`src/rtl/core/wmd_pkg.sv`:
```
// Shared widths, reset values and control types for the windowed mean/deviation block.
package wmd_pkg;

  localparam int SAMPLE_W       = 16;
  localparam int MEAN_W         = 16;
  localparam int DEV_W          = 24;
  localparam int HW_W           = 7;
  localparam int WMD_WINDOW_LEN = 128;

  localparam logic [HW_W-1:0] HW_RESET = 7'd32;

  // Controls for one serial divider
  typedef struct packed {
    logic load;  // take in dividend and divisor
    logic step;  // retire one quotient bit
  } wmd_div_ctl_t;

endpackage

```
`src/rtl/core/wmd_in_if.sv`:
```
// Input channel: one power sample per item.
interface wmd_in_if
  import wmd_pkg::*;
();
  logic                valid;
  logic                ready;
  logic [SAMPLE_W-1:0] sample;

  modport source (output valid, output sample, input ready);
  modport sink   (input valid, input sample, output ready);
endinterface

```
`src/rtl/core/wmd_out_if.sv`:
```
// Result channel: mean, signed deviation and window-full flag per item.
interface wmd_out_if
  import wmd_pkg::*;
();
  logic                     valid;
  logic                     ready;
  logic [MEAN_W-1:0]        mean;
  logic signed [DEV_W-1:0]  deviation;
  logic                     window_full;

  modport source (output valid, output mean, output deviation, output window_full,
                  input ready);
  modport sink   (input valid, input mean, input deviation, input window_full,
                  output ready);
endinterface

```
`src/rtl/core/windowed_mean_deviation.sv`:
```
// Top level: windowed mean and scaled deviation of a power sample stream.
//
//   channel   dir   handshake        payload
//   in_ch     in    valid / ready    sample[15:0]
//   out_ch    out   valid / ready    mean[15:0], deviation[23:0] signed, window_full
//   cfg       in    cfg_we           cfg_wdata[6:0] = half_width
//
// One item at a time: accept, ring update, then PROD_W serial divide steps and
// HW_W shift-add multiply steps. The bit-serial divider accounts for most of those steps.
// Reset clears sum, write slot, fill flag, sets half_width to HW_RESET; ring entries
// not yet written read as zero through the fill flag, so no clearing pass is run.
// A finished result waits in the output register while the next item is taken.
module windowed_mean_deviation
  import wmd_pkg::*;
#(
  parameter int WINDOW_LEN = WMD_WINDOW_LEN
) (
  input  logic            clk,
  input  logic            rst_n,
  wmd_in_if.sink          in_ch,
  wmd_out_if.source       out_ch,
  input  logic            cfg_we,
  input  logic [HW_W-1:0] cfg_wdata
);

  localparam int IDX_W  = $clog2(WINDOW_LEN);
  localparam int SUM_W  = SAMPLE_W + IDX_W;
  localparam int PROD_W = SUM_W + HW_W;
  localparam int DVS_W  = $clog2(WINDOW_LEN + 1);
  localparam int CNT_W  = $clog2(PROD_W + 1);
  localparam int DIFF_W = SAMPLE_W + 1;

  localparam logic [IDX_W-1:0] LAST_SLOT = IDX_W'(WINDOW_LEN - 1);
  localparam logic [DVS_W-1:0] WIN_DVS   = DVS_W'(WINDOW_LEN);
  localparam logic [CNT_W-1:0] DIV_LAST  = CNT_W'(PROD_W - 1);
  localparam logic [CNT_W-1:0] MUL_LAST  = CNT_W'(HW_W - 1);

  typedef enum logic [2:0] {
    S_IDLE,
    S_UPD,
    S_DLD,
    S_DIV,
    S_MSET,
    S_MUL,
    S_FIN
  } state_t;

  state_t              state_r;
  logic [SAMPLE_W-1:0] samp_r;
  logic [SUM_W-1:0]    sum_r;
  logic [IDX_W-1:0]    slot_r;
  logic                filled_r;
  logic                mode_full_r;
  logic [HW_W-1:0]     hw_r;
  logic [DVS_W-1:0]    dvs_r;
  logic [CNT_W-1:0]    cnt_r;
  logic [PROD_W-1:0]   mcand_a_r, acc_a_r;
  logic [DEV_W-1:0]    mcand_b_r, acc_b_r;
  logic [HW_W-1:0]     mplr_r;
  logic                out_valid_r;
  logic [MEAN_W-1:0]   mean_r;
  logic [DEV_W-1:0]    dev_r;
  logic                full_r;

  logic [SAMPLE_W-1:0] ring_rdata;
  logic [SAMPLE_W-1:0] old_samp;
  logic [SUM_W-1:0]    sum_nxt;
  logic [PROD_W-1:0]   quo_a, quo_b;
  logic [DIFF_W-1:0]   diff;
  logic [DEV_W-1:0]    dev_nxt;
  logic                out_free;
  logic                in_take;
  wmd_div_ctl_t        div_ctl;

  // Sample ring; the read port always points at the slot about to be replaced
  wmd_ram #(
    .WIDTH (SAMPLE_W),
    .DEPTH (WINDOW_LEN)
  ) u_ring (
    .clk   (clk),
    .we    (state_r == S_UPD),
    .waddr (slot_r),
    .wdata (samp_r),
    .raddr (slot_r),
    .rdata (ring_rdata)
  );

  // Two serial dividers: mean and, once full, the scaled sum
  assign div_ctl.load = (state_r == S_DLD);
  assign div_ctl.step = (state_r == S_DIV);

  wmd_sdiv #(
    .DVD_W (PROD_W),
    .DVS_W (DVS_W)
  ) u_div_mean (
    .clk      (clk),
    .ctl      (div_ctl),
    .dividend (PROD_W'(sum_r)),
    .divisor  (dvs_r),
    .quotient (quo_a)
  );

  wmd_sdiv #(
    .DVD_W (PROD_W),
    .DVS_W (DVS_W)
  ) u_div_scaled (
    .clk      (clk),
    .ctl      (div_ctl),
    .dividend (acc_a_r),
    .divisor  (WIN_DVS),
    .quotient (quo_b)
  );

  // Datapath helpers
  always_comb begin
    old_samp = filled_r ? ring_rdata : '0;
    sum_nxt  = sum_r - SUM_W'(old_samp) + SUM_W'(samp_r);
    diff     = {1'b0, samp_r} - {1'b0, quo_a[MEAN_W-1:0]};
    dev_nxt  = mode_full_r ? (acc_b_r - quo_b[DEV_W-1:0]) : acc_a_r[DEV_W-1:0];
    out_free = !out_valid_r || out_ch.ready;
    in_take  = in_ch.valid && (state_r == S_IDLE);
  end

  assign in_ch.ready        = (state_r == S_IDLE);
  assign out_ch.valid       = out_valid_r;
  assign out_ch.mean        = mean_r;
  assign out_ch.deviation   = dev_r;
  assign out_ch.window_full = full_r;

  // Sequencer, datapath and output register
  always_ff @(posedge clk) begin
    if (!rst_n) begin
      state_r     <= S_IDLE;
      sum_r       <= '0;
      slot_r      <= '0;
      filled_r    <= 1'b0;
      hw_r        <= HW_RESET;
      out_valid_r <= 1'b0;
    end else begin
      if (cfg_we) begin
        hw_r <= cfg_wdata;
      end

      // S_FIN reloads the output register itself
      if (out_valid_r && out_ch.ready && state_r != S_FIN) begin
        out_valid_r <= 1'b0;
      end

      case (state_r)
        S_IDLE: begin
          if (in_take) begin
            samp_r  <= in_ch.sample;
            state_r <= S_UPD;
          end
        end

        // replace the oldest entry, choose this item's divisor and mode
        S_UPD: begin
          sum_r       <= sum_nxt;
          mode_full_r <= filled_r;
          dvs_r       <= filled_r ? WIN_DVS : (DVS_W'(slot_r) + DVS_W'(1));
          if (!filled_r && slot_r == LAST_SLOT) begin
            filled_r <= 1'b1;
          end
          slot_r  <= (slot_r == LAST_SLOT) ? '0 : slot_r + IDX_W'(1);
          state_r <= filled_r ? S_MSET : S_DLD;
        end

        S_DLD: begin
          cnt_r   <= '0;
          state_r <= S_DIV;
        end

        S_DIV: begin
          cnt_r <= cnt_r + CNT_W'(1);
          if (cnt_r == DIV_LAST) begin
            state_r <= mode_full_r ? S_FIN : S_MSET;
          end
        end

        // full: sum*hw and sample*hw; filling: (sample - mean)*hw
        S_MSET: begin
          mcand_a_r <= mode_full_r ? PROD_W'(sum_r)
                                   : {{(PROD_W-DIFF_W){diff[DIFF_W-1]}}, diff};
          mcand_b_r <= DEV_W'(samp_r);
          mplr_r    <= hw_r;
          acc_a_r   <= '0;
          acc_b_r   <= '0;
          cnt_r     <= '0;
          state_r   <= S_MUL;
        end

        S_MUL: begin
          if (mplr_r[0]) begin
            acc_a_r <= acc_a_r + mcand_a_r;
            acc_b_r <= acc_b_r + mcand_b_r;
          end
          mcand_a_r <= {mcand_a_r[PROD_W-2:0], 1'b0};
          mcand_b_r <= {mcand_b_r[DEV_W-2:0], 1'b0};
          mplr_r    <= {1'b0, mplr_r[HW_W-1:1]};
          cnt_r     <= cnt_r + CNT_W'(1);
          if (cnt_r == MUL_LAST) begin
            state_r <= mode_full_r ? S_DLD : S_FIN;
          end
        end

        // hand the item to the output register once it is free
        S_FIN: begin
          if (out_free) begin
            mean_r      <= quo_a[MEAN_W-1:0];
            dev_r       <= dev_nxt;
            full_r      <= filled_r;
            out_valid_r <= 1'b1;
            state_r     <= S_IDLE;
          end
        end

        default: begin
          state_r <= S_IDLE;
        end
      endcase
    end
  end

`ifndef ASSERT_OFF
  // once the window has filled it stays full
  a_filled_holds: assert property (@(posedge clk) disable iff (!rst_n)
    !$fell(filled_r))
    else $error("window-full flag dropped");

  // the window fills exactly as the write slot wraps
  a_fill_on_wrap: assert property (@(posedge clk) disable iff (!rst_n)
    $rose(filled_r) |-> (slot_r == '0))
    else $error("window filled away from slot wrap");

  // a finished mean always fits the mean field
  a_mean_fits: assert property (@(posedge clk) disable iff (!rst_n)
    (state_r == S_FIN) |-> (quo_a[PROD_W-1:MEAN_W] == '0))
    else $error("mean quotient overflows field");
`endif

endmodule

```
`src/rtl/core/wmd_ram.sv`:
```
// Generic single-write, single-read RAM with registered read data.
module wmd_ram #(
  parameter int WIDTH = 16,
  parameter int DEPTH = 128
) (
  input  logic                     clk,
  input  logic                     we,
  input  logic [$clog2(DEPTH)-1:0] waddr,
  input  logic [WIDTH-1:0]         wdata,
  input  logic [$clog2(DEPTH)-1:0] raddr,
  output logic [WIDTH-1:0]         rdata
);

  logic [WIDTH-1:0] mem [DEPTH];

  always_ff @(posedge clk) begin
    if (we) begin
      mem[waddr] <= wdata;
    end
    rdata <= mem[raddr];
  end

endmodule

```
`src/rtl/core/wmd_sdiv.sv`:
```
// Restoring serial divider: one quotient bit per step, dividend shifted out MSB first.
module wmd_sdiv
  import wmd_pkg::*;
#(
  parameter int DVD_W = 30,
  parameter int DVS_W = 8
) (
  input  logic             clk,
  input  wmd_div_ctl_t     ctl,
  input  logic [DVD_W-1:0] dividend,
  input  logic [DVS_W-1:0] divisor,
  output logic [DVD_W-1:0] quotient
);

  logic [DVD_W-1:0] quo_r, quo_nxt;
  logic [DVS_W-1:0] rem_r, rem_nxt;
  logic [DVS_W-1:0] dvs_r;
  logic [DVS_W:0]   trial;
  logic [DVS_W:0]   diff;
  logic             ge;

  // Shift in the next dividend bit and try a subtract
  always_comb begin
    trial   = {rem_r, quo_r[DVD_W-1]};
    diff    = trial - {1'b0, dvs_r};
    ge      = (trial >= {1'b0, dvs_r});
    rem_nxt = ge ? diff[DVS_W-1:0] : trial[DVS_W-1:0];
    quo_nxt = {quo_r[DVD_W-2:0], ge};
  end

  always_ff @(posedge clk) begin
    if (ctl.load) begin
      quo_r <= dividend;
      rem_r <= '0;
      dvs_r <= divisor;
    end else if (ctl.step) begin
      quo_r <= quo_nxt;
      rem_r <= rem_nxt;
    end
  end

  assign quotient = quo_r;

endmodule
```
`src/flat_wrapper.sv`:
```
// flat-port wrapper written by rule: the top's interface ports become plain ports
module windowed_mean_deviation_flat import wmd_pkg::*;
#(
  parameter int WINDOW_LEN = WMD_WINDOW_LEN
)
  (clk, rst_n, cfg_we, cfg_wdata, in_ch_valid, in_ch_sample, in_ch_ready, out_ch_valid, out_ch_mean, out_ch_deviation, out_ch_window_full, out_ch_ready);
  wmd_in_if in_ch_i ();
  wmd_out_if out_ch_i ();
  input  logic clk;
  input  logic rst_n;
  input  logic cfg_we;
  input  logic [HW_W-1:0] cfg_wdata;
  input wire logic [$bits(in_ch_i.valid)-1:0] in_ch_valid;
  input wire logic [$bits(in_ch_i.sample)-1:0] in_ch_sample;
  output wire logic [$bits(in_ch_i.ready)-1:0] in_ch_ready;
  output wire logic [$bits(out_ch_i.valid)-1:0] out_ch_valid;
  output wire logic [$bits(out_ch_i.mean)-1:0] out_ch_mean;
  output wire logic [$bits(out_ch_i.deviation)-1:0] out_ch_deviation;
  output wire logic [$bits(out_ch_i.window_full)-1:0] out_ch_window_full;
  input wire logic [$bits(out_ch_i.ready)-1:0] out_ch_ready;
  assign in_ch_i.valid = in_ch_valid;
  assign in_ch_i.sample = in_ch_sample;
  assign in_ch_ready = in_ch_i.ready;
  assign out_ch_valid = out_ch_i.valid;
  assign out_ch_mean = out_ch_i.mean;
  assign out_ch_deviation = out_ch_i.deviation;
  assign out_ch_window_full = out_ch_i.window_full;
  assign out_ch_i.ready = out_ch_ready;
  windowed_mean_deviation #(.WINDOW_LEN(WINDOW_LEN)) u_core (.clk(clk), .rst_n(rst_n), .in_ch(in_ch_i), .out_ch(out_ch_i), .cfg_we(cfg_we), .cfg_wdata(cfg_wdata));
endmodule
```
`config.mk`:
```
export PLATFORM = sky130hd
export DESIGN_NAME = windowed_mean_deviation_flat
export DESIGN_NICKNAME = d
export VERILOG_FILES = /design/src/rtl/core/wmd_pkg.sv /design/src/rtl/core/wmd_in_if.sv /design/src/rtl/core/wmd_out_if.sv /design/src/rtl/core/windowed_mean_deviation.sv /design/src/rtl/core/wmd_ram.sv /design/src/rtl/core/wmd_sdiv.sv /design/src/flat_wrapper.sv
export SDC_FILE = /design/constraint.sdc
export NUM_CORES = 2
export LEC_CHECK = 0
export BUFFER_PORTS_ARGS = -buffer_cell sky130_fd_sc_hd__clkbuf_2
export CORE_MARGIN = 4
export CORE_UTILIZATION = 49
export DETAILED_ROUTE_END_ITERATION = 10
export HOLD_SLACK_MARGIN = 0.12
export PLACE_DENSITY = 0.65
export SLEW_MARGIN = 20
export SYNTH_ARGS = -nofsm -noshare
export SYNTH_HDL_FRONTEND = slang
export SYNTH_SLANG_ARGS = --single-unit
export TNS_END_PERCENT = 30
```
`constraint.sdc`:
```
create_clock -name clk -period 5.2 [get_ports clk]
set_input_delay 0.52 -clock clk [delete_from_list [all_inputs] [get_ports clk]]
set_output_delay 0.52 -clock clk [all_outputs]
set_load 0.02 [all_outputs]
```
==> flow_summary.ini <==
[timing]
clock_skew_ns = 0.103
finalCriticalPeriod_ns = 4.72
setup_viol = 0
rsz0062_at_grt = false
fmax_mhz = 212
slew_headroom_pct = 13.0
maxSlewViolCount = 0
tightest_slew_ns = 1.30
finalHoldViolations = 0
finalSetupTns_ns = 0
whs_ns = 0.278
fin_crit_sh_pct = 90.7

[worst_hold_path]
hold_end = u_core.hw_r[5]
hp-start = rst_n
hp-class = in2reg
hold_path_depth = 2

[clock_tree]
cts_setup_buffers = 0
cts_tree = done
cts_buffer_depth = 3
clockRootBuffer = clkbuf_16
cts_htree_levels = 4
path_clk_slew_ns = 0.06
cts.sinks = 2376
insertion_delay_ns = 0.91
numCtsBuffers = 232

[detailed_routing]
drt-initial-drc-count = 9019
viasPerCell = 6.45
ant_nets = 0
num_vias = 60504
routed_wl_um = 300000
dr.pass1.iters = 6
remaining_drc_errors = 0
wl_per_cell_um = 32.0

[yosys]
synth-main-ff-cell = edfxtp_1
synth-edff-count = 2295
synth_top_area_share_pct = 70.0
synthCells = 6219
synthSimpleGateAreaFrac_pct = 4.76
seq_area_frac_synth_pct = 71.7
synth_top_family_by_area = compound AO/OA/AOI/OAI gates
synth_cell_types = 89
netlist_area_mm2 = 0.0984
synth_fa_ha_area_share_pct = 2.03
syn_avg_cell_area_um2 = 15.8
synth_nets = 6394
synthTopCellsByArea = edfxtp_1 70%, mux4_2 3.6%, mux2i_1 2.5%, a221oi_1 2.1%, nor2_1 1.7%
synth-seq-cells = 2376
synthMuxAreaShare_pct = 8.06
synth.top_cells.by_count = 2,295 x edfxtp_1, 445 x nor2_1, 331 x a21oi_1
yosysMostFrequentCell = edfxtp_1
yosys_warnings = 0
synth_xor_area_share_pct = 0.748
synth_largest_area_cell = edfxtp_1
synth-compound-area-share_pct = 9.99
synthArstFlopShare_pct = 0

[run_status]
status = finished clean

[global_route]
track_usage_pct = 28.2
grt_max_degree = 100
grt_pass1_vias = 57939
antenna_found_initial = 11
grt_remaining_overflow = 0
grt_pass1_wl_um = 428000

[setup_path]
start_kind = register
worstSetupEndpointType = register
critPathMostFrequentCell = a221oi_1
reg2regPathDepth = 9
cpLargestDelayFamily = compound AO/OA/AOI/OAI gates
cp_slowest_cell = nor4_1
path_class = reg2reg
reg2reg_slack_ns = 0.48
reg2reg_from = u_core.slot_r[2]
cp-startpoint = u_core.slot_r[2]
r2r-end = u_core.u_ring.rdata[5]
crit_chain = inv_2 > buf_4 > a221oi_1 > nor2_1 > a221oi_1 > o22a_1 > o21ai_0 > nor4_1 > o21ai_1
critical_path_peak_fanout = 37
worst_ep_arrival_time_ns = 5.41
critPathBufInv = 2
critPathRequiredTime_ns = 5.89
cpPeakStageDelay_ns = 1.02

[placement]
dpl.hpwl_um = 185000
numPortBuffers = 70
gp_congestion = 0.950
placedCellCount = 8904

[finish]
area_delta_synth_final_pct = 12.9
drive_above_1_share_pct = 16.5
fin_nets = 6690
final_util_pct = 55.6
final_cells = 9384

[power]
p_total_mw = 41.8
max-vdd-ir-drop_mv = 0.365
power_density_mw_per_mm2 = 376
leakagePower_nw = 36.0

[floorplan]
fp.dieArea_mm2 = 0.208
core-area_mm2 = 0.200
io_pins = 71
start_util_pct = 49.3
rows = 164
die_h_um = 456
die_x_um = 456

[job]
drv_cap = 0
[layout by cell type, fill, tap and decap left out, drive strengths merged, types with 124 or more instances in the layout]
cell	instances
a21oi	331
nor2	448
mux2i	249
clkbuf	362
a221oi	248
o21ai	228
clkinv	124
mux4	165
ha	126
buf	340
edfxtp	2295
mux2	150
inv	167
nand2	325
[cell type report]
cell class	count	area (um2)
clock inverter	145	1420
antenna	10	25.0
sequential	2376	70600
multi-input combinational	3296	25400
timing repair buffer	442	3630
tap	2656	3320
inverter	167	634
fill	15448	88600
clock buffer	292	6120
[registers in the layout, indices dropped and copies added (netlist names), 8 cells and up]
register / count
u_core.u_div_mean.dvs_r: 8
u_core.mcand_b_r: 24
u_core.dvs_r: 8
u_core.u_div_scaled.rem_r: 8
u_core.acc_b_r: 24
u_core.samp_r: 16
u_core.out_ch.deviation: 24
u_core.acc_a_r: 30
u_core.u_ring.mem: 2048
u_core.sum_r: 23
u_core.u_div_mean.quotient: 30
u_core.u_div_mean.rem_r: 8
u_core.mcand_a_r: 30
u_core.u_div_scaled.quotient: 30
u_core.out_ch.mean: 16
u_core.u_ring.rdata: 16
[where the power goes]
| part | total (mW) | switching, mW | leakage [nW] | internal (mW) |
|---|---|---|---|---|
| clock network | 16.6 | 7.39 | 3.66 | 9.22 |
| registers | 21.4 | 0.194 | 21.3 | 21.2 |
| logic | 3.78 | 2.53 | 11.0 | 1.25 |
[layer usage]
metal  global-route usage, %  up-vias  routed length (um)
li1                        -    25259                   -
met1                    38.8    30609              115000
met2                    42.4     3868              135000
met3                    6.93      764               34200
met4                    13.4        4               16200
met5                       0        -                  30
[per-stage QoR]
stage / setup WS (ns) / area [um2]
after floorplan: 0.0280 / 98400
after global placement: 0.823 / 103000
after detailed placement: 0.735 / 103000
after CTS: 0.724 / 111000
after global routing: 0.553 / 111000
final: 0.482 / 111000
[how the worst max path moves through the flow]
stage	slack, ns	end	depth (start not counted)
2_1_floorplan	0.03	u_core.acc_a_r[0]	3
3_3_place_gp	0.82	u_core.u_ring.rdata[5]	9
3_5_place_dp	0.73	u_core.u_ring.rdata[5]	9
4_1_cts	0.72	u_core.u_ring.rdata[5]	9
5_1_grt	0.55	u_core.u_ring.rdata[5]	9
6_report	0.48	u_core.u_ring.rdata[5]	9
[logic make-up (layout without fill, tap and decap cells)]
logic type | after synthesis | count (layout)
adder cells (fa/ha/maj) | 147 | 147
AO/OA/AOI/OAI | 1422 | 1422
buffers and inverters | 547 | 1046
multiplexers | 564 | 564
flip-flops | 2376 | 2376
AND/OR/NAND/NOR | 1079 | 1079
XOR/XNOR | 84 | 84
other | 0 | 10
[what timing repair did]
| action | CTS | global route |
|---|---|---|
| endpoints found under the hold margin | 25 | 0 |
| hold buffers | 32 | 0 |
| setup endpoints to repair | 0 | 0 |
| gates resized for setup | 0 | 0 |
(Power assumes the default switching activity.)
